<file path="config.mk">
export PLATFORM = sky130hd
export DESIGN_NAME = bor_back_flat
export DESIGN_NICKNAME = d
export VERILOG_FILES = /design/src/rtl/core/bor_pkg.sv /design/src/rtl/core/bor_result_if.sv /design/src/rtl/core/bor_back.sv /design/src/flat_wrapper.sv
export SDC_FILE = /design/constraint.sdc
export NUM_CORES = 2
export LEC_CHECK = 0
export ABC_CLOCK_PERIOD_IN_PS = 63500
export BUFFER_PORTS_ARGS = -buffer_cell sky130_fd_sc_hd__buf_2
export CORE_AREA = 8 8 429 431
export DETAILED_ROUTE_END_ITERATION = 7
export DIE_AREA = 0 0 437 439
export PLACE_DENSITY = 0.85
export SLEW_MARGIN = 15
export SYNTH_ARGS = -nofsm -noshare
export SYNTH_HDL_FRONTEND = slang
export SYNTH_SLANG_ARGS = --single-unit
</file>
<file path="constraint.sdc">
create_clock -name clk -period 63.5 [get_ports clk]
set_input_delay 0 -clock clk [delete_from_list [all_inputs] [get_ports clk]]
set_output_delay 0 -clock clk [all_outputs]
set_load 0.005 [all_outputs]
</file>
<file path="src/rtl/core/bor_pkg.sv">
// Shared constants and types for the box overlap ratio block.
`default_nettype none

package bor_pkg;

    // Coordinate and fraction widths
    localparam int COORD_BITS  = 16;
    localparam int FRAC_BITS   = 16;

    // Derived arithmetic widths
    localparam int AREA_BITS   = 2 * COORD_BITS;
    localparam int UNI_BITS    = AREA_BITS + 1;
    localparam int RATIO_BITS  = FRAC_BITS + 1;

    // Queue between the classify and compute sections
    localparam int QUEUE_DEPTH = 4;
    localparam int QPTR_BITS   = $clog2(QUEUE_DEPTH);

    typedef logic [COORD_BITS-1:0] coord_t;
    typedef logic [RATIO_BITS-1:0] ratio_t;

    // Classified box pair: flags plus the extents the area math needs
    typedef struct packed {
        logic   bad;
        logic   hit;
        coord_t a_w;
        coord_t a_h;
        coord_t b_w;
        coord_t b_h;
        coord_t i_w;
        coord_t i_h;
    } job_t;

endpackage

`default_nettype wire

</file>
<file path="src/rtl/core/bor_result_if.sv">
// Valid/ready channel that carries one overlap ratio result.
`default_nettype none

interface bor_result_if;
    logic            valid;
    logic            ready;
    bor_pkg::ratio_t overlap_ratio;
    logic            status;

    modport source (
        output valid, overlap_ratio, status,
        input  ready
    );

    modport sink (
        input  valid, overlap_ratio, status,
        output ready
    );
endinterface

`default_nettype wire

</file>
<file path="src/rtl/core/bor_back.sv">
// Back section: areas, union and a pipelined restoring fraction divider.
`default_nettype none

module bor_back (
    input  wire logic          clk,
    input  wire logic          rst_n,
    input  wire bor_pkg::job_t q_job,
    input  wire logic          q_nonempty,
    output logic               q_pop,
    bor_result_if.source       result
);

    localparam int UB = bor_pkg::UNI_BITS;
    localparam int AB = bor_pkg::AREA_BITS;
    localparam int RB = bor_pkg::RATIO_BITS;
    localparam int NS = bor_pkg::FRAC_BITS;

    logic                  en;

    // Product stage
    logic                  m_valid_reg;
    logic                  m_bad_reg;
    logic                  m_hit_reg;
    logic [AB-1:0]         m_area_a_reg;
    logic [AB-1:0]         m_area_b_reg;
    logic [AB-1:0]         m_inter_reg;

    // Union stage
    logic                  u_valid_reg;
    logic                  u_bad_reg;
    logic                  u_hit_reg;
    logic [UB-1:0]         u_uni_reg;
    logic [UB-1:0]         u_inter_reg;
    logic [UB-1:0]         u_uni_next;

    // Divider stages: index 0 holds the integer part, index k after k steps
    logic                  d_valid_reg [NS+1];
    logic                  d_bad_reg   [NS+1];
    logic                  d_hit_reg   [NS+1];
    logic [UB-1:0]         d_rem_reg   [NS+1];
    logic [UB-1:0]         d_den_reg   [NS+1];
    logic [RB-1:0]         d_quo_reg   [NS+1];
    logic                  q0_next;

    // Output register
    logic                  out_valid_reg;
    logic [RB-1:0]         ratio_reg;
    logic                  status_reg;

    // Advance the whole pipe unless the output holds an untaken item
    assign en    = !out_valid_reg || result.ready;
    assign q_pop = en;

    assign result.valid         = out_valid_reg;
    assign result.overlap_ratio = ratio_reg;
    assign result.status        = status_reg;

    assign u_uni_next = UB'(m_area_a_reg) + UB'(m_area_b_reg) - UB'(m_inter_reg);
    assign q0_next    = (u_inter_reg >= u_uni_reg);

    // Valid bits of the fixed stages
    always_ff @(posedge clk or negedge rst_n)
    begin
        if (!rst_n)
        begin
            m_valid_reg   <= 1'b0;
            u_valid_reg   <= 1'b0;
            d_valid_reg[0] <= 1'b0;
            out_valid_reg <= 1'b0;
        end
        else if (en)
        begin
            m_valid_reg    <= q_nonempty;
            u_valid_reg    <= m_valid_reg;
            d_valid_reg[0] <= u_valid_reg;
            out_valid_reg  <= d_valid_reg[NS];
        end
    end

    // Payload of the fixed stages
    always_ff @(posedge clk)
    begin
        if (en)
        begin
            m_bad_reg    <= q_job.bad;
            m_hit_reg    <= q_job.hit;
            m_area_a_reg <= AB'(q_job.a_w) * AB'(q_job.a_h);
            m_area_b_reg <= AB'(q_job.b_w) * AB'(q_job.b_h);
            m_inter_reg  <= AB'(q_job.i_w) * AB'(q_job.i_h);

            u_bad_reg    <= m_bad_reg;
            u_hit_reg    <= m_hit_reg;
            u_uni_reg    <= u_uni_next;
            u_inter_reg  <= UB'(m_inter_reg);

            d_bad_reg[0] <= u_bad_reg;
            d_hit_reg[0] <= u_hit_reg;
            d_den_reg[0] <= u_uni_reg;
            d_quo_reg[0] <= RB'(q0_next);
            d_rem_reg[0] <= q0_next ? (u_inter_reg - u_uni_reg) : u_inter_reg;

            // Drop the ratio to zero for bad or disjoint pairs
            status_reg   <= d_bad_reg[NS];
            ratio_reg    <= (d_bad_reg[NS] || !d_hit_reg[NS]) ? '0 : d_quo_reg[NS];
        end
    end

    // One restoring step per stage: shift, compare, subtract
    genvar k;
    for (k = 1; k <= NS; k++)
    begin : g_step
        logic [UB:0]   shifted;
        logic          ge;
        logic [UB:0]   diff;

        assign shifted = {d_rem_reg[k-1], 1'b0};
        assign ge      = (shifted >= {1'b0, d_den_reg[k-1]});
        assign diff    = shifted - {1'b0, d_den_reg[k-1]};

        always_ff @(posedge clk or negedge rst_n)
        begin
            if (!rst_n)
            begin
                d_valid_reg[k] <= 1'b0;
            end
            else if (en)
            begin
                d_valid_reg[k] <= d_valid_reg[k-1];
            end
        end

        always_ff @(posedge clk)
        begin
            if (en)
            begin
                d_bad_reg[k] <= d_bad_reg[k-1];
                d_hit_reg[k] <= d_hit_reg[k-1];
                d_den_reg[k] <= d_den_reg[k-1];
                d_rem_reg[k] <= ge ? diff[UB-1:0] : shifted[UB-1:0];
                d_quo_reg[k] <= {d_quo_reg[k-1][RB-2:0], ge};
            end
        end
    end

endmodule

`default_nettype wire

</file>
<file path="src/flat_wrapper.sv">
// flat-port wrapper written by rule: the top's interface ports become plain ports
module bor_back_flat 
  (clk, rst_n, q_job, q_nonempty, q_pop, result_valid, result_overlap_ratio, result_status, result_ready);
  bor_result_if result_i ();
  input  wire logic clk;
  input  wire logic rst_n;
  input  wire bor_pkg::job_t q_job;
  input  wire logic q_nonempty;
  output logic q_pop;
  output wire logic [$bits(result_i.valid)-1:0] result_valid;
  output wire logic [$bits(result_i.overlap_ratio)-1:0] result_overlap_ratio;
  output wire logic [$bits(result_i.status)-1:0] result_status;
  input wire logic [$bits(result_i.ready)-1:0] result_ready;
  assign result_valid = result_i.valid;
  assign result_overlap_ratio = result_i.overlap_ratio;
  assign result_status = result_i.status;
  assign result_i.ready = result_ready;
  bor_back u_core (.clk(clk), .rst_n(rst_n), .q_job(q_job), .q_nonempty(q_nonempty), .q_pop(q_pop), .result(result_i));
endmodule
</file>
Word level (Yosys, flattened, before mapping)
Memories as Yosys holds them, arrays and structs flattened. A register that Yosys moved wholly into a read port is not among the register bits.
Cells that the tools add are included.
{ "totals": {"regBits": 186, "ramBits": 1445, "inputBits": 102, "output_inout_bits": 20, "wordCells": 97, "memories": 5} }
{ "op_classes": {"n_addsub": 19, "n_mul": 3, "n_lt_le_gt_ge": 17, "n_mux": 19, "n_reduce_logical": 4} }
{ "memory_table": {"columns": ["name", "depth", "width", "rd", "rd_ports_with_merged_regs", "wr", "line_no", "source"], "rows": [
  ["u_core.d_den_reg", 17, 33, 16, 0, 17, "bor_back.sv:41", "logic [UB-1:0] d_den_reg [NS+1];"],
  ["u_core.d_rem_reg", 17, 33, 16, 0, 17, "bor_back.sv:40", "logic [UB-1:0] d_rem_reg [NS+1];"],
  ["u_core.d_quo_reg", 17, 17, 17, 1, 17, "bor_back.sv:42", "logic [RB-1:0] d_quo_reg [NS+1];"],
  ["u_core.d_bad_reg", 17, 1, 17, 0, 17, "bor_back.sv:38", "logic d_bad_reg [NS+1];"],
  ["u_core.d_hit_reg", 17, 1, 17, 0, 17, "bor_back.sv:39", "logic d_hit_reg [NS+1];"]
]} }
{ "ops": {"columns": ["op", "n"], "rows": [
  ["33-bit two-way mux", 17],
  ["34-bit by 33-bit >= comparator with 1-bit output", 16],
  ["33-bit subtractor", 16],
  ["16-bit by 16-bit multiplier with 32-bit output", 3],
  ["32-bit by 32-bit adder with 33-bit output", 1],
  ["32-bit by 33-bit >= comparator with 1-bit output", 1],
  ["32-bit by 33-bit subtractor with 33-bit output", 1],
  ["33-bit by 32-bit subtractor with 33-bit output", 1],
  ["1-bit logical NOT", 2],
  ["1-bit logical OR", 2],
  ["1-bit two-way mux", 2]
]} }

Logic depth before layout (Yosys ltp)
{ "depth": {"word_depth": 4, "depth_mapped": 26} }

Least setup slack after synthesis
Ideal clock, no wire load.
{ "synth_timing": {"path_type": "register -> register", "startpoint": "register u_core.out_valid_reg (netlist: u_core.result.valid)", "endpoint": "register u_core.d_valid_reg[0] in the netlist's numbering", "arrival_ns": 44.014, "path_slack_ns": 19.278, "path_stages_with_launch": 4, "n_path_buf": 1, "period_less_slack_ns": 44.222, "cell_sequence": "dfrtp_1 > nand2b_1 > clkbuf_1 > mux2_2"} }
{ "synth_between": {"elab_chain_cells": 2} }
{ "synth_rtl": {"columns": ["item", "line_no", "source"], "rows": [
  ["start: declaration", "bor_back.sv:46", "logic out_valid_reg;"],
  ["start signal: assignment", "bor_back.sv:76", "out_valid_reg <= d_valid_reg[NS];"],
  ["1-bit logical NOT", "bor_back.sv:51", "assign en = !out_valid_reg || result.ready;"],
  ["1-bit logical OR", "bor_back.sv:51", null],
  ["net q_pop", "flat_wrapper.sv:9", "output logic q_pop;"],
  ["end signal: indexed assignment", "bor_back.sv:128", "d_valid_reg[k] <= d_valid_reg[k-1];"],
  ["end: declaration", "bor_back.sv:37", "logic d_valid_reg [NS+1];"]
]} }
The timed path passes the listed nets, and every way through them passes these cells.
A chain may end at the register's enable or synchronous reset.

Final worst setup path
{ "layout_timing": {"startpoint": "input port q_job[48] in the netlist's numbering", "endpoint": "register u_core.m_area_b_reg[31] (data pin)"} }
{ "layout_between": {"elab_chain_cells": 1} }
{ "layout_rtl": {"columns": ["item", "line_no", "source"], "rows": [
  ["start: declaration", "flat_wrapper.sv:7", "input wire bor_pkg::job_t q_job;"],
  ["16-bit by 16-bit multiplier with 32-bit output", "bor_back.sv:88", "m_area_b_reg <= AB'(q_job.b_w) * AB'(q_job.b_h);"],
  ["end signal: assignment", "bor_back.sv:88", null],
  ["end: declaration", "bor_back.sv:25", "logic [AB-1:0] m_area_b_reg;"]
]} }
Every way passes these cells.

==> results.toml <==
[sta]
worstMarginPinSlew_ns = 1.108
rsz0062_at_grt = "false"
finalSetupTns_ns = 0
setup_violations = 0
hold_violations = 0
timing.slew.headroom = 0.2613
fin_skew_ns = 0.04321
drv_slew = 0
min_period_ns = 6.358
max_freq_mhz = 157.3
timing.final.ws_setup_ns = 57.14
finalCritPeriodShare = 0.1001

[synth]
synth_area_leaders = "edfxtp_1 (41%), fa_1 (12%), ha_1 (11%)"
yosysTopAreaCell = "edfxtp_1"
synth.distinct_cells = 90
ys_seq_elements = 1446
seq_area_frac_synth = 0.4100
synth-main-ff-cell = "edfxtp_1"
yosys-top-cells-count = "inv_1 (1501), edfxtp_1 (1426), ha_1 (904)"
synth_area_sq_um = 105700
synth.top_cell.area_share = 0.4052
yosysWarningCount = 0
synth_area_per_cell_sq_um = 10.66
synth-edff-count = 1426
yosysMostFrequentCell = "inv_1"
netlist_instances = 9916
async_flop_share = 0.01383
synth_fp_nets = 11550

[global_route]
antenna_found_initial = 4
grt_pass1_wl_microns = 390000
grt_max_degree = 181
grt.overflow.total = 0
grt_pass1_vias = 74780
track_usage = 0.2494

[critical_path]
cp.arrival_ns = 6.90
critPathMaxStageDelay_ns = 0.57
critical_path.most_common_cell = "fa_1"
cp-end-kind = "register"
worst_setup_path_start_kind = "input pin"
path_buf_inv = 5
critPathMaxFanout = 16
timing.critical_path.slowest_stage_cell = "fa_1"
cp_top_family = "adder cells"
path_cells = "dlygate4sd3_1 -> buf_2 -> nand2_1 -> fa_1 -> fa_1 -> inv_1 -> fa_1 -> fa_1 -> fa_1 -> inv_1 -> fa_1 -> inv_1 -> ha_1 -> and3_1 -> and2_1 -> a32o_1 -> o41ai_1 -> o211ai_1 -> a21oi_1 -> o21bai_1 -> a221o_1 -> xnor2_1"
cp.required_ns = 64.04
criticalPathCategory = "in -> reg"

[cells_and_area]
final_cell_area_sq_um = 113800
utilization = 0.6422
drive_gt1_frac = 0.05990
num_antenna_cells = 0
nNetsFinal = 11640
areaGrowthSynthToFinish_pct = 7.731

[clock_network]
cts_hold_buf = 22
post_cts_buffers = 0
cts.sinks = 1446
cts_tree = "yes"
clkTransAtPathRegs_ns = 0.07
cts_buffers = 153
ctsRootBufferMaster = "clkbuf_16"
cts_resized = 0
clock_latency_ns = 0.80
cts_buffer_depth = 3
cts-htree-levels = 4

[route]
first_pass_iters = 8
avgViaCountPerCell = 5.871
wire_per_inst_microns = 19.52
drt_wl_total_microns = 243500
postRouteAntennaNets = 0
vias = 73230
drtIter0Drc = 5279
drcViolationCount = 2

[job]
cap_violations = 0

[place]
place_area_sq_um = 108600
port_buffers = 121
globalplace.congestion = 0.9655
pre_cts_ws_ns = 56.80
hpwl_microns = 186900

[die]
die_w_microns = 437
chipHeight_microns = 439
initial_core_util = 0.5961
row_count = 155
ios = 122
core_sq_um = 177300
dieArea_sq_um = 191800

[worst_hold_path]
hp-class = "in -> reg"

[outcome]
status = "finished with violations"
violations = "design-rule violations"
[metrics by stage]
| stage | hold slack, ns | std cells |
|---|---|---|
| floorplan | -0.2956 | 9916 |
| global placement | -0.005868 | 12180 |
| detailed placement | -0.007290 | 12180 |
| CTS | 0.03091 | 12470 |
| global route | 0.02856 | 12470 |
| finish | 0.07442 | 12470 |
[per-layer routing]
metal	global-route usage	share of wire	up-vias
met1	0.3027	0.40	35810
li1	-	-	34240
met4	0.1092	0.049	4
met5	0	0.000094	-
met3	0.03227	0.051	680
met2	0.4456	0.50	2493
[placed cells by master (no fill, tap or decap), types with 26 or more instances in the layout]
cell type and instances:
a21o_1 312, a211oi_1 42, mux2_1 82, clkbuf_16 154
fa_1 630, xnor2_1 342, inv_1 1501, nor3_1 76
nand4_1 88, a211o_1 26, buf_2 121, o31ai_1 50
o21a_1 103, o21ai_0 440, nand2_1 885, nor2_1 406
mux2_2 164, xor2_1 213, and2_1 403, o21bai_1 74
nand2b_1 102, buf_4 33, edfxtp_1 1426, a21oi_1 634
a31oi_1 64, nand3_1 139, nor2b_1 116, ha_1 904
and3_1 50
[worst min-delay path, cell delays in order]
cell           delay [ns]
dlygate4sd3_1        0.52
buf_2                0.16
mux2_2               0.15
[layout make-up]
class,count,area [sq um]
Sequential cell,1446,43320
Multi-Input combinational cell,6719,55830
Tap cell,2355,2947
Clock inverter,94,1036
Fill cell,13570,63420
Inverter,1501,5634
Timing Repair Buffer,178,1121
Clock buffer,179,3948
[logic make-up (layout without fill, tap and decap cells)]
group / Yosys count / in the layout / share of synthesized area
and+or+nand+nor: 2359 / 2359 / 0.1071
AOI/OAI and AO/OA: 2006 / 2006 / 0.1197
buffers and inverters: 1751 / 1952 / 0.06278
adders and majority gates: 1534 / 1534 / 0.2264
DFF: 1446 / 1446 / 0.4100
xor gates and xnor gates: 555 / 555 / 0.04600
muxes: 265 / 265 / 0.02806
[worst paths after layout]
| kind | end | cells past startpoint | start | slack, ns |
|---|---|---|---|---|
| setup reg to reg | u_core.d_quo_reg[6][0] | 5 | u_core.result.valid | 58.68 |
| setup / recovery | u_core.m_area_b_reg[31] | 22 | q_job[48] | 57.14 |
| max in group asynchronous | u_core.d_valid_reg[12] | 3 | rst_n | 62.44 |
| min in group asynchronous | u_core.result.valid | 3 | rst_n | 0.43 |
| hold reg to reg | u_core.d_bad_reg[0][10] | 0 | u_core.d_bad_reg[0][9] | 0.41 |
| hold / removal | u_core.m_valid_reg | 3 | q_nonempty | 0.07 |
Power is left out: the tool's default activity adds up to more than one toggle a clock period on the data nets, which glitch-free logic cannot reach.
