==> src/rtl/core/bor_pkg.sv <==
// Shared constants and types for the box overlap ratio block.
`default_nettype none

package bor_pkg;

    // Coordinate and fraction widths
    localparam int COORD_BITS  = 16;
    localparam int FRAC_BITS   = 16;

    // Derived arithmetic widths
    localparam int AREA_BITS   = 2 * COORD_BITS;
    localparam int UNI_BITS    = AREA_BITS + 1;
    localparam int RATIO_BITS  = FRAC_BITS + 1;

    // Queue between the classify and compute sections
    localparam int QUEUE_DEPTH = 4;
    localparam int QPTR_BITS   = $clog2(QUEUE_DEPTH);

    typedef logic [COORD_BITS-1:0] coord_t;
    typedef logic [RATIO_BITS-1:0] ratio_t;

    // Classified box pair: flags plus the extents the area math needs
    typedef struct packed {
        logic   bad;
        logic   hit;
        coord_t a_w;
        coord_t a_h;
        coord_t b_w;
        coord_t b_h;
        coord_t i_w;
        coord_t i_h;
    } job_t;

endpackage

`default_nettype wire

==> src/rtl/core/bor_queue.sv <==
// Short item queue that decouples the front and back sections.
`default_nettype none

module bor_queue (
    input  wire logic          clk,
    input  wire logic          rst_n,
    input  wire logic          push,
    input  wire bor_pkg::job_t push_job,
    output logic               full,
    input  wire logic          pop,
    output bor_pkg::job_t      pop_job,
    output logic               nonempty
);

    localparam int CNT_BITS = bor_pkg::QPTR_BITS + 1;

    bor_pkg::job_t                    slot_reg [bor_pkg::QUEUE_DEPTH];
    logic [bor_pkg::QPTR_BITS-1:0]    wr_ptr_reg;
    logic [bor_pkg::QPTR_BITS-1:0]    rd_ptr_reg;
    logic [CNT_BITS-1:0]              count_reg;
    logic                             do_push;
    logic                             do_pop;

    assign full     = (count_reg == CNT_BITS'(bor_pkg::QUEUE_DEPTH));
    assign nonempty = (count_reg != '0);
    assign do_push  = push && !full;
    assign do_pop   = pop && nonempty;
    assign pop_job  = slot_reg[rd_ptr_reg];

    // Advance pointers and occupancy
    always_ff @(posedge clk or negedge rst_n)
    begin
        if (!rst_n)
        begin
            wr_ptr_reg <= '0;
            rd_ptr_reg <= '0;
            count_reg  <= '0;
        end
        else
        begin
            if (do_push)
            begin
                wr_ptr_reg <= (wr_ptr_reg == bor_pkg::QPTR_BITS'(bor_pkg::QUEUE_DEPTH - 1))
                              ? '0 : wr_ptr_reg + 1'b1;
            end
            if (do_pop)
            begin
                rd_ptr_reg <= (rd_ptr_reg == bor_pkg::QPTR_BITS'(bor_pkg::QUEUE_DEPTH - 1))
                              ? '0 : rd_ptr_reg + 1'b1;
            end
            if (do_push && !do_pop)
            begin
                count_reg <= count_reg + 1'b1;
            end
            else if (do_pop && !do_push)
            begin
                count_reg <= count_reg - 1'b1;
            end
        end
    end

    // Store the pushed item
    always_ff @(posedge clk)
    begin
        if (do_push)
        begin
            slot_reg[wr_ptr_reg] <= push_job;
        end
    end

endmodule

`default_nettype wire

==> config.mk <==
export PLATFORM = sky130hd
export DESIGN_NAME = bor_queue
export DESIGN_NICKNAME = d
export VERILOG_FILES = /design/src/rtl/core/bor_pkg.sv /design/src/rtl/core/bor_queue.sv
export SDC_FILE = /design/constraint.sdc
export NUM_CORES = 1
export LEC_CHECK = 0
export BUFFER_PORTS_ARGS = -buffer_cell sky130_fd_sc_hd__buf_2
export CAP_MARGIN = 15
export CORE_AREA = 2 2 214 238
export DETAILED_ROUTE_END_ITERATION = 16
export DIE_AREA = 0 0 216 240
export PLACE_DENSITY = 0.59
export SYNTH_ARGS = -nofsm -noshare
export SYNTH_HDL_FRONTEND = slang
export SYNTH_SLANG_ARGS = --single-unit
==> constraint.sdc <==
create_clock -name clk -period 7.05 [get_ports clk]
set_input_delay 0 -clock clk [delete_from_list [all_inputs] [get_ports clk]]
set_output_delay 0 -clock clk [all_outputs]
set_load 0.05 [all_outputs]
==> Word-level counts from Yosys, hierarchy flattened <==
Memories as Yosys holds them, arrays and structs flattened.
Index checks and enable logic that the tools add are counted.
{ "word_totals": {"ff_bits": 7, "latchBits": 0, "ramBits": 392, "mem_bits_ro": 0, "n_memories": 1} }
{ "classes": {"add_sub_neg": 4, "mul": 0, "div_mod_pow": 0, "n_lt_le_gt_ge": 0, "eq_ne": 3, "shifts": 0, "n_mux": 6, "bitwise": 0, "n_reduce_logical": 9} }
{ "mem_list": {"columns": ["name", "words", "width", "rd", "rd_clocked_by_memory_dff", "write_ports", "line_no", "rtl"], "rows": [
  ["slot_reg", 4, 98, 1, 0, 1, "bor_queue.sv:17", "bor_pkg::job_t slot_reg [bor_pkg::QUEUE_DEPTH];"]
]} }
{ "op_table": {"columns": ["cell", "n"], "rows": [
  ["$mux 3", 2],
  ["$add 2x1->2 const B", 2],
  ["$eq 2x2->1 const B", 2],
  ["$logic_and 1x1->1", 4],
  ["$mux 2", 2],
  ["$add 3x1->3 const B", 1],
  ["$eq 3x3->1 const B", 1],
  ["$logic_not 1->1", 3],
  ["$reduce_bool 3->1", 1],
  ["$sub 3x1->3 const B", 1],
  ["$mux 1", 2],
  ["$reduce_bool 2->1", 1]
]} }

==> Longest topological paths before layout <==
Gate-level depths: netlist (run 1).
{ "logic_depth": {"depth_word": 7, "ltp_mapped": 8, "depth_no_buf": 8} }

==> Worst setup path before layout (run 1) <==
Ideal clock, no wire load.
{ "synth_path": {"kind": "register -> register", "from": "reg count_reg[2]", "to": "mem slot_reg[3][0] (netlist bit) (enable)", "setup_time_ns": 0.558, "arrival_ns": 4.779, "t_required_ns": 6.492, "path_slack_ns": 1.713, "path_stages_with_launch": 3, "cell_sequence": "dfrtp_1 > nor3b_2 > nor2_1"} }
{ "synth_via": {"elab_chain_len": 5} }
{ "synth_rtl": {"columns": ["element", "line_no", "rtl"], "rows": [
  ["start, declared", "bor_queue.sv:20", "logic [CNT_BITS-1:0] count_reg;"],
  ["start signal, assigned", "bor_queue.sv:53", "count_reg <= count_reg + 1'b1;"],
  ["start signal, assigned", "bor_queue.sv:57", "count_reg <= count_reg - 1'b1;"],
  ["$eq 3x3->1", "bor_queue.sv:24", "assign full = (count_reg == CNT_BITS'(bor_pkg::QUEUE_DEPTH));"],
  ["named net full", "bor_queue.sv:9", "output logic full,"],
  ["$logic_not 1->1", "bor_queue.sv:26", "assign do_push = push && !full;"],
  ["$logic_and 1x1->1", "bor_queue.sv:26", null],
  ["$mux 1", "bor_queue.sv:65", "if (do_push)"],
  ["$mux 1 (implied by the code)", "bor_queue.sv:67", "slot_reg[wr_ptr_reg] <= push_job;"],
  ["end, declared", "bor_queue.sv:17", null]
]} }
The timed path passes the listed nets, and every way through them passes these cells.

==> results.py, run 1 <==
metrics = {
    "outcome": {
        "outcome": "finished clean",
    },
    "logic_synthesis": {
        "syn_inst": 549,
        "ys.flop_type": "edfxtp_1",
        "ys_seq_area_share_pct": 81.4,
        "synth_edf_count": 392,
        "yosys-top-cells-count": "edfxtp_1, mux4_2, buf_2, buf_12, dfrtp_1",
        "syn_avg_cell_area_sq_um": 26.7,
        "postSynth.asyncResetShare_pct": 1.75,
        "synth_top_area_share_pct": 80.2,
        "syn_nets": 658,
        "synth_area_leaders": "edfxtp_1, mux4_2, buf_12, dfrtp_1, ha_1",
        "netlist_area_sq_um": 14700,
        "synth_area_leader_cell": "edfxtp_1",
        "yosysMostFrequentCell": "edfxtp_1",
        "yosys_warnings": 0,
        "ys_types": 21,
        "synth_seq_cells": 399,
    },
    "routing": {
        "wire_per_inst_um": 18.7,
        "drc_errors": 0,
        "wl_mm": 29.6,
        "antenna_left": 0,
        "drtPass1Iterations": 4,
        "vias": 6891,
        "drt_iter0_markers": 405,
        "routed_via_density": 4.37,
    },
    "power": {
        "ir_worst_vdd_v": 0.000261,
        "finalPower_mw": 8.79,
        "power_density_nw_per_um2": 469,
        "p_leak_nw": 6.37,
    },
    "cts": {
        "h-tree-depth": 2,
        "cts_num_sinks": 399,
        "post-cts-setup-buffer-count": 0,
        "cts_tree": "built",
        "cts_hold_buf": 101,
        "clock_latency_ns": 0.55,
        "clockRootBuffer": "clkbuf_16",
        "clkSlewWorstSetupHoldPaths_ns": 0.06,
        "cts_resized": 0,
        "numCtsBuffers": 42,
        "cts.path.max_buffers": 3,
    },
    "sta": {
        "fmax_mhz": 326,
        "setup_violations": 0,
        "slew_violations": 0,
        "rsz0062_at_grt": "false",
        "period_share_pct": 43.5,
        "fin_setup_tns_ns": 0,
        "fin_crit_ns": 3.07,
        "max_slew_margin_pct": 39.2,
        "worstMarginPinSlew_ns": 0.911,
        "setup_ws_ns": 3.98,
        "hold_viol": 0,
        "fin_skew_ns": 0.0108,
    },
    "placed_design": {
        "portBuffers": 201,
        "dp_hpwl_mm": 16.6,
        "dp.cells": 1396,
        "gp_congestion": 0.691,
        "dp_slack_ns": 3.99,
    },
    "worst_hold_path": {
        "hold_start": "push",
        "hp-class": "in2reg",
    },
    "worst_setup_path": {
        "start_kind": "flop",
        "crit_chain": "buf_4 -> mux4_2 -> buf_2",
        "crit_required_ns": 7.05,
        "crit_arrival_ns": 3.07,
        "slowest_delay_ns": 0.80,
        "cp-end-kind": "output port",
        "r2r_start": "count_reg[2]",
        "cp_slowest_cell": "dfrtp_4",
        "path_class": "reg2out",
        "critPathLaunch": "rd_ptr_reg[0]",
        "cp_max_fo": 40,
    },
    "floorplanning": {
        "core_area_sq_um": 49500,
        "ios": 202,
        "die_h_um": 240,
        "num_rows": 86,
        "fp.dieW_um": 216,
        "design.die.area_sq_um": 51800,
        "floorplan.initialDensity_pct": 29.7,
    },
    "finish": {
        "largest_register_ffs": 392,
        "drive_above_1_share_pct": 42.0,
        "syn_to_final_growth_pct": 27.8,
        "fin_nets": 990,
        "n_fill_cell": 4512,
        "fin_cells": 1577,
    },
    "global_routing": {
        "antenna_found_initial": 4,
        "grt_use_total_pct": 11.4,
        "grt_pass1_wl_mm": 44.4,
        "globalRouteOverflowTotal": 0,
        "grt_max_degree": 59,
        "grt_pass1_vias": 7544,
    },
    "flow_run": {
        "cap_viol_max_count": 0,
    },
}
==> cell type report <==
| type | instances | area, sq um | area share (%) |
|---|---|---|---|
| Sequential cell | 399 | 12000 | 63.7 |
| Timing Repair Buffer | 310 | 2080 | 11.1 |
| Tap cell | 660 | 826 | 4.40 |
| Antenna cell | 2 | 5.00 | 0.0267 |
| Multi-Input combinational cell | 125 | 2470 | 13.2 |
| Clock inverter | 22 | 218 | 1.16 |
| Clock buffer | 56 | 1200 | 6.39 |
| Inverter | 3 | 11.3 | 0.0600 |
==> routing by layer <==
metal	global-route usage, %	share of wire, %	up-vias
met5	0	0.078	-
met4	3.96	2.5	4
met3	3.50	6.2	54
met2	18.8	49	179
met1	14.2	43	3599
li1	-	-	3055
==> metrics by stage <==
step                      util (%)  area [sq um]  hold slack [ns]
after global placement        33.0         16300           -0.155
after floorplan                  -         14700           -0.296
final                         37.9         18800           0.0512
after CTS                     37.9         18800          0.00697
after global routing          37.9         18800           0.0283
after detailed placement      33.0         16300           -0.149
==> placed cells by master, fill, tap and decap left out, drive strengths merged <==
cell / n
bufinv: 4
mux2: 5
dfrtp: 7
clkbuf: 56
diode: 2
buf: 209
nor2: 4
dlygate4sd3: 101
ha: 6
edfxtp: 392
fa: 1
or3: 1
xor2: 2
nor2b: 1
nor3b: 1
and2: 3
nand2: 2
xnor2: 1
mux4: 98
clkinv: 17
inv: 4
==> worst max-delay path, delay by kind of cell (launching register included) <==
kind,cells,cell delay (ns)
flops,1,0.80
mux,1,0.65
buf+inv,2,1.01
==> where the power goes <==
part           internal [mW]  leakage [nW]  switching (mW)  total, mW
registers               3.14          3.67           0.210       3.35
clock network           1.35         0.699           0.881       2.23
logic                  0.971          2.00            2.25       3.22
==> kinds of logic (layout without fill, tap and decap cells) <==
kind of cell	after synthesis	after routing	share of synthesized area [%]
xor+xnor	3	3	0.179
buf+inv	25	391	1.88
flops	399	399	81.4
fa+ha+maj	7	7	0.648
other cells	0	2	0
mux	103	103	15.4
simple gates	12	12	0.503
==> final timing paths <==
kind                              endpoint  slack (ns)  cells past startpoint
min in group asynchronous    wr_ptr_reg[1]        0.44                      3
setup / recovery                pop_job[2]        3.98                      3
hold reg to reg               count_reg[2]        0.49                      1
setup reg to reg           slot_reg[0][88]        4.09                      4
max in group asynchronous    rd_ptr_reg[1]        6.33                      3
hold / removal               wr_ptr_reg[1]        0.05                      3
Note: power is estimated with default switching activity, not from simulation.
==> run 2, diff against run 1 <==
--- a/config.mk
+++ b/config.mk
@@ -5,12 +5,13 @@
 export SDC_FILE = /design/constraint.sdc
 export NUM_CORES = 1
 export LEC_CHECK = 0
+export ABC_AREA = 1
 export BUFFER_PORTS_ARGS = -buffer_cell sky130_fd_sc_hd__buf_2
 export CAP_MARGIN = 15
-export CORE_AREA = 2 2 214 238
+export CORE_AREA = 2 2 225 249
 export DETAILED_ROUTE_END_ITERATION = 16
-export DIE_AREA = 0 0 216 240
-export PLACE_DENSITY = 0.59
+export DIE_AREA = 0 0 227 251
+export PLACE_DENSITY = 0.58
 export SYNTH_ARGS = -nofsm -noshare
 export SYNTH_HDL_FRONTEND = slang
 export SYNTH_SLANG_ARGS = --single-unit
==> constraint.sdc (replaced) <==
create_clock -name clk -period 2.9 [get_ports clk]
set_input_delay 0 -clock clk [delete_from_list [all_inputs] [get_ports clk]]
set_output_delay 0 -clock clk [all_outputs]
set_load 0.05 [all_outputs]
==> results.py, run 2 <==
metrics = {
    "cts": {
        "clock_latency_ns": 0.56,
        "cts_num_sinks": 399,
        "cts_resized": 0,
        "cts.path.max_buffers": 3,
        "clkSlewWorstSetupHoldPaths_ns": 0.06,
        "numCtsBuffers": 43,
        "cts_tree": "built",
        "clockRootBuffer": "clkbuf_16",
        "h-tree-depth": 2,
    },
    "routing": {
        "drc_errors": 0,
        "routed_via_density": 4.27,
        "wire_per_inst_um": 15.1,
        "drt_iter0_markers": 456,
        "wl_mm": 34.4,
        "vias": 9741,
        "drtPass1Iterations": 5,
        "antenna_left": 0,
    },
    "sta": {
        "period_share_pct": 81.0,
        "fin_crit_ns": 2.35,
        "setup_violations": 0,
        "worstMarginPinSlew_ns": 0.622,
        "fmax_mhz": 426,
        "max_slew_margin_pct": 58.5,
        "slew_violations": 0,
        "rsz0062_at_grt": "false",
        "holdWs_ns": 0.194,
        "hold_viol": 0,
        "fin_skew_ns": 0.0192,
    },
    "placed_design": {
        "dp_hpwl_mm": 19.3,
        "dpl-instance-area_sq_um": 17900,
        "portBuffers": 201,
        "gp_congestion": 0.753,
        "dp.cells": 2098,
    },
    "logic_synthesis": {
        "ys_types": 18,
        "yosys.area_share.simple_pct": 7.57,
        "synth.area.mux_share_pct": 0,
        "synth_seq_cells": 399,
        "syn_avg_cell_area_sq_um": 13.4,
        "yosys-top-cells-count": "edfxtp_1, nand2_1, inv_1, o211ai_1, buf_6",
        "ys.flop_type": "edfxtp_1",
        "syn_inst": 1203,
        "synth_top_family_by_area": "compound AO/OA/AOI/OAI gates",
        "syn_nets": 1312,
        "yosys_warnings": 0,
        "synth_area_leader_cell": "edfxtp_1",
        "synth_area_leaders": "edfxtp_1, o211ai_1, nand2_1, inv_1, buf_6",
        "synth_fa_ha_area_share_pct": 0.588,
        "synth_xor_area_share_pct": 0.0542,
        "postSynth.asyncResetShare_pct": 1.75,
        "synth_compound_area_share_pct": 9.29,
        "yosysMostFrequentCell": "edfxtp_1",
        "synth_top_area_share_pct": 72.8,
        "ys_seq_area_share_pct": 73.9,
        "netlist_area_sq_um": 16200,
        "synth_edf_count": 392,
    },
    "floorplanning": {
        "die_h_um": 251,
        "fp.dieW_um": 227,
        "num_rows": 90,
        "ios": 202,
        "design.die.area_sq_um": 57000,
        "core_area_sq_um": 54500,
        "floorplan.initialDensity_pct": 29.7,
    },
    "worst_setup_path": {
        "slowest_delay_ns": 0.61,
        "r2r_start": "count_reg[1]",
        "r2r_cells": 9,
        "cp-end-kind": "output port",
        "reg2reg_to": "count_reg[1]",
        "crit_arrival_ns": 2.35,
        "r2r_slack_ns": 0.73,
        "start_kind": "flop",
        "cp_slowest_cell": "dfrtp_4",
        "path_class": "reg2out",
        "crit_chain": "buf_12 -> buf_4 -> o211ai_1 -> nand2_1 -> buf_2",
        "cp_max_fo": 59,
        "crit_required_ns": 2.90,
    },
    "global_routing": {
        "grtUsageMet1_pct": 14.2,
        "gr-max-usage-layer": "met2",
        "grt_pass1_wl_mm": 52.2,
        "grt_use_total_pct": 11.9,
        "grt_max_degree": 140,
        "globalRouteOverflowTotal": 0,
        "antenna_found_initial": 3,
        "gr-usage-met2_pct": 21.0,
        "grt_use_met3_pct": 2.78,
        "grt_pass1_vias": 9680,
    },
    "flow_run": {
        "cap_viol_max_count": 0,
    },
    "finish": {
        "fin_nets": 1618,
        "postLayoutCellArea_sq_um": 20400,
        "drive_above_1_share_pct": 19.2,
        "syn_to_final_growth_pct": 25.9,
        "n_fill_cell": 5203,
        "fin_cells": 2280,
        "layout_common_cells": "edfxtp_1, nand2_1, inv_1",
        "layout_commonest_cell": "edfxtp_1",
        "largest_register_ffs": 392,
    },
    "worst_hold_path": {
        "min_path_cells": 2,
        "hold_start": "push_job[86]",
        "hold_end": "slot_reg[3][86]",
        "hp-class": "in2reg",
    },
    "power": {
        "finalPower_mw": 23.1,
        "p_leak_nw": 7.95,
        "ir_worst_vdd_v": 0.000740,
        "power_density_nw_per_um2": 1140,
    },
    "outcome": {
        "outcome": "finished clean",
    },
}
run 2: kinds of logic after synthesis:
kind of cell               count (synthesis)
xor gates and xnor gates                   1
buffers and inverters                    276
and+or+nand+nor                          323
adders and majority gates                  7
DFF                                      399
AOI/OAI and AO/OA                        197
run 2: final cells by class:
class,instances,area [sq um],share of cell area [%]
Clock buffer,50,1120,5.52
Sequential cell,399,12000,58.7
Inverter,211,795,3.90
Clock inverter,29,310,1.52
Multi-Input combinational cell,528,2860,14.0
Antenna cell,1,2.50,0.0123
Timing Repair Buffer,326,2390,11.7
Tap cell,736,921,4.52
run 2: how the worst max path moves through the flow:
stage | end | slack, ns | start
CTS | pop_job[15] | 0.52 | rd_ptr_reg[0]
floorplan | slot_reg[0][0] | -0.86 | count_reg[0]
finish | pop_job[15] | 0.55 | rd_ptr_reg[0]
global placement | count_reg[1] | 0.82 | count_reg[1]
detailed placement | count_reg[1] | 0.74 | count_reg[1]
global route | pop_job[47] | 0.41 | rd_ptr_reg[0]
run 2: power breakdown:
| part | internal, mW | switching (mW) | leakage [nW] |
|---|---|---|---|
| Sequential | 7.57 | 0.307 | 3.67 |
| Combinational | 2.31 | 7.45 | 3.58 |
| Clock | 3.32 | 2.18 | 0.700 |
run 2: per-stage QoR:
step                util [%]  setup slack, ns  setup TNS, ns
finish                  37.3            0.552              0
global placement        32.8            0.824              0
detailed placement      32.8            0.745              0
CTS                     37.3            0.515              0
floorplan                  -           -0.856        -335.43
global route            37.3            0.407              0
run 2: critical path, delay by kind of cell, from the launching register on:
kind | cells | cell delay [ns]
AO/OA/AOI/OAI | 1 | 0.14
buffers and inverters | 3 | 0.88
flip-flops | 1 | 0.61
AND/OR/NAND/NOR | 1 | 0.11
run 2: per-layer routing:
layer / part of all wire (%) / wire length (um)
met5: 0.096 / 33
met4: 2.7 / 933
met3: 4.9 / 1670
met2: 50 / 17100
met1: 43 / 14600
run 2: repair_timing:
item,in CTS,in global routing
endpoints found under the hold margin,404,0
setup buffers,0,0
hold buffers,102,0
==> run 3, diff against run 2 <==
--- a/config.mk
+++ b/config.mk
@@ -11,7 +11,7 @@
 export CORE_AREA = 2 2 225 249
 export DETAILED_ROUTE_END_ITERATION = 16
 export DIE_AREA = 0 0 227 251
-export PLACE_DENSITY = 0.58
+export PLACE_DENSITY = 0.6
 export SYNTH_ARGS = -nofsm -noshare
 export SYNTH_HDL_FRONTEND = slang
 export SYNTH_SLANG_ARGS = --single-unit
==> constraint.sdc (replaced) <==
create_clock -name clk -period 2.1 [get_ports clk]
set_input_delay 0 -clock clk [delete_from_list [all_inputs] [get_ports clk]]
set_output_delay 0 -clock clk [all_outputs]
set_load 0.05 [all_outputs]
==> results.py, run 3 (synthesis gave the netlist of run 2 again) <==
metrics = {
    "outcome": {
        "outcome": "finished clean",
    },
    "cts": {
        "clock_latency_ns": 0.56,
        "numCtsBuffers": 44,
        "cts_tree": "built",
        "h-tree-depth": 2,
        "clockRootBuffer": "clkbuf_16",
        "cts_num_sinks": 399,
        "cts.path.max_buffers": 3,
        "clkSlewWorstSetupHoldPaths_ns": 0.06,
    },
    "sta": {
        "worstMarginPinSlew_ns": 0.404,
        "period_share_pct": 99.2,
        "setup_ws_ns": 0.0171,
        "slew_violations": 0,
        "fin_skew_ns": 0.0131,
        "hold_viol": 0,
        "setup_violations": 0,
        "fmax_mhz": 480,
        "fin_crit_ns": 2.08,
        "rsz0062_at_grt": "true",
        "max_slew_margin_pct": 73.1,
    },
    "worst_setup_path": {
        "r2r_slack_ns": 0.22,
        "crit_required_ns": 2.10,
        "cp.depth": 5,
        "r2r_cells": 9,
        "crit_arrival_ns": 2.08,
        "cp_max_fo": 24,
        "start_kind": "flop",
        "cp-end-kind": "output port",
        "r2r_start": "count_reg[1]",
        "crit_chain": "buf_12 -> clkbuf_16 -> o211ai_1 -> nand2_1 -> clkbuf_4",
        "critical-path-top-delay-family": "buffers and inverters",
        "cp_slowest_cell": "dfrtp_4",
        "path_class": "reg2out",
        "slowest_delay_ns": 0.53,
        "reg2reg_to": "count_reg[1]",
        "cp_num_buf_inv": 3,
    },
    "floorplanning": {
        "core_area_sq_um": 54500,
        "die_h_um": 251,
        "num_rows": 90,
        "ios": 202,
        "fp.dieW_um": 227,
        "floorplan.initialDensity_pct": 29.7,
        "design.die.area_sq_um": 57000,
    },
    "routing": {
        "vias": 9891,
        "drt_iter0_markers": 558,
        "antenna_left": 0,
        "routed_via_density": 4.32,
        "drtPass1Iterations": 6,
        "drc_errors": 0,
        "wire_per_inst_um": 16.1,
        "wl_mm": 36.8,
    },
    "global_routing": {
        "globalRouteOverflowTotal": 0,
        "grt_use_total_pct": 12.6,
        "grt_max_degree": 107,
        "grt_pass1_vias": 10100,
        "grt_pass1_wl_mm": 55.0,
        "antenna_found_initial": 4,
    },
    "placed_design": {
        "portBuffers": 201,
        "gp_congestion": 0.708,
        "dpl-instance-area_sq_um": 18000,
        "dp_hpwl_mm": 20.2,
        "dp_slack_ns": 0.239,
    },
    "finish": {
        "layout_common_cells": "edfxtp_1, nand2_1, inv_1",
        "drive_above_1_share_pct": 19.8,
        "syn_to_final_growth_pct": 29.0,
        "largest_register_ffs": 392,
        "layout_commonest_cell": "edfxtp_1",
        "postLayoutCellArea_sq_um": 20900,
        "fin_nets": 1629,
    },
    "worst_hold_path": {
        "hold_end": "slot_reg[2][58]",
        "hold_start": "push_job[58]",
        "min_path_cells": 2,
        "hp-class": "in2reg",
    },
    "flow_run": {
        "cap_viol_max_count": 0,
    },
    "power": {
        "ir_worst_vdd_v": 0.00153,
        "power_density_nw_per_um2": 1600,
        "p_leak_nw": 8.12,
    },
}
## run 3: cell count changes in the layout (fill, tap and decap cells not counted), sizes merged
cell      change
inv           -3
clkinv        -4
clkinvlp      +4
bufinv        -1
buf          -42
diode         +1
clkbuf       +55
## run 3: per-stage QoR
step	power [mW]	hold WS, ns	cells	util (%)	TNS [ns]
after floorplan	21.5	-0.296	1203	-	-176.37
after global placement	24.6	-0.152	2102	33.0	0
after detailed placement	24.8	-0.150	2102	33.0	0
after CTS	33.1	0.149	2283	37.8	-0.00549
after global routing	35.1	0.172	2290	38.3	-0.229
final	33.4	0.198	2290	38.3	0
## run 3: final cells by class
cell class	instances	area (sq um)
clock buffer	53	1160
tap	736	921
antenna	2	5.00
inverter	211	808
sequential	399	12000
timing repair buffer	336	2880
multi-input combinational	528	2870
fill	5122	33600
clock inverter	25	262
## run 3: per-layer routing
metal  global-route usage [%]  routed length (um)
met1                     14.7               15400
met2                     22.3               18600
met3                     2.78                1670
met4                     4.95                1070
met5                        0                  25
## run 3: where the power goes
part / total (mW) / internal, mW / leakage (nW) / switching, mW
combinational: 14.9 / 4.28 / 3.78 / 10.6
clock: 7.58 / 4.53 / 0.671 / 3.05
sequential: 10.9 / 10.4 / 3.67 / 0.421
total: 33.4 / 19.3 / 8.12 / 14.1
## run 3: what timing repair did
action	CTS	global route
hold endpoints to repair	404	0
hold buffers	102	0
pin swaps	0	5
endpoints found under the setup margin	98	87
cloned	1	3
buffers inserted	0	2
resized for setup	37	67
## run 3: how the worst max path moves through the flow
stage	startpoint	slack (ns)	end
5_1_grt	rd_ptr_reg[0]	-0.05	pop_job[46]
3_5_place_dp	count_reg[1]	0.24	count_reg[1]
2_1_floorplan	count_reg[0]	-0.47	slot_reg[0][0]
6_report	rd_ptr_reg[0]	0.02	pop_job[46]
4_1_cts	rd_ptr_reg[0]	-0.005	pop_job[39]
3_3_place_gp	count_reg[1]	0.28	count_reg[1]
## run 3: worst register-to-register path, stage by stage, from the launching register on
cell	delay, ns
dfrtp_1	0.40
inv_1	0.12
nand3_2	0.15
nand2_4	0.18
inv_1	0.07
ha_1	0.21
inv_1	0.09
fa_1	0.41
nand2_1	0.07
o21ai_0	0.07
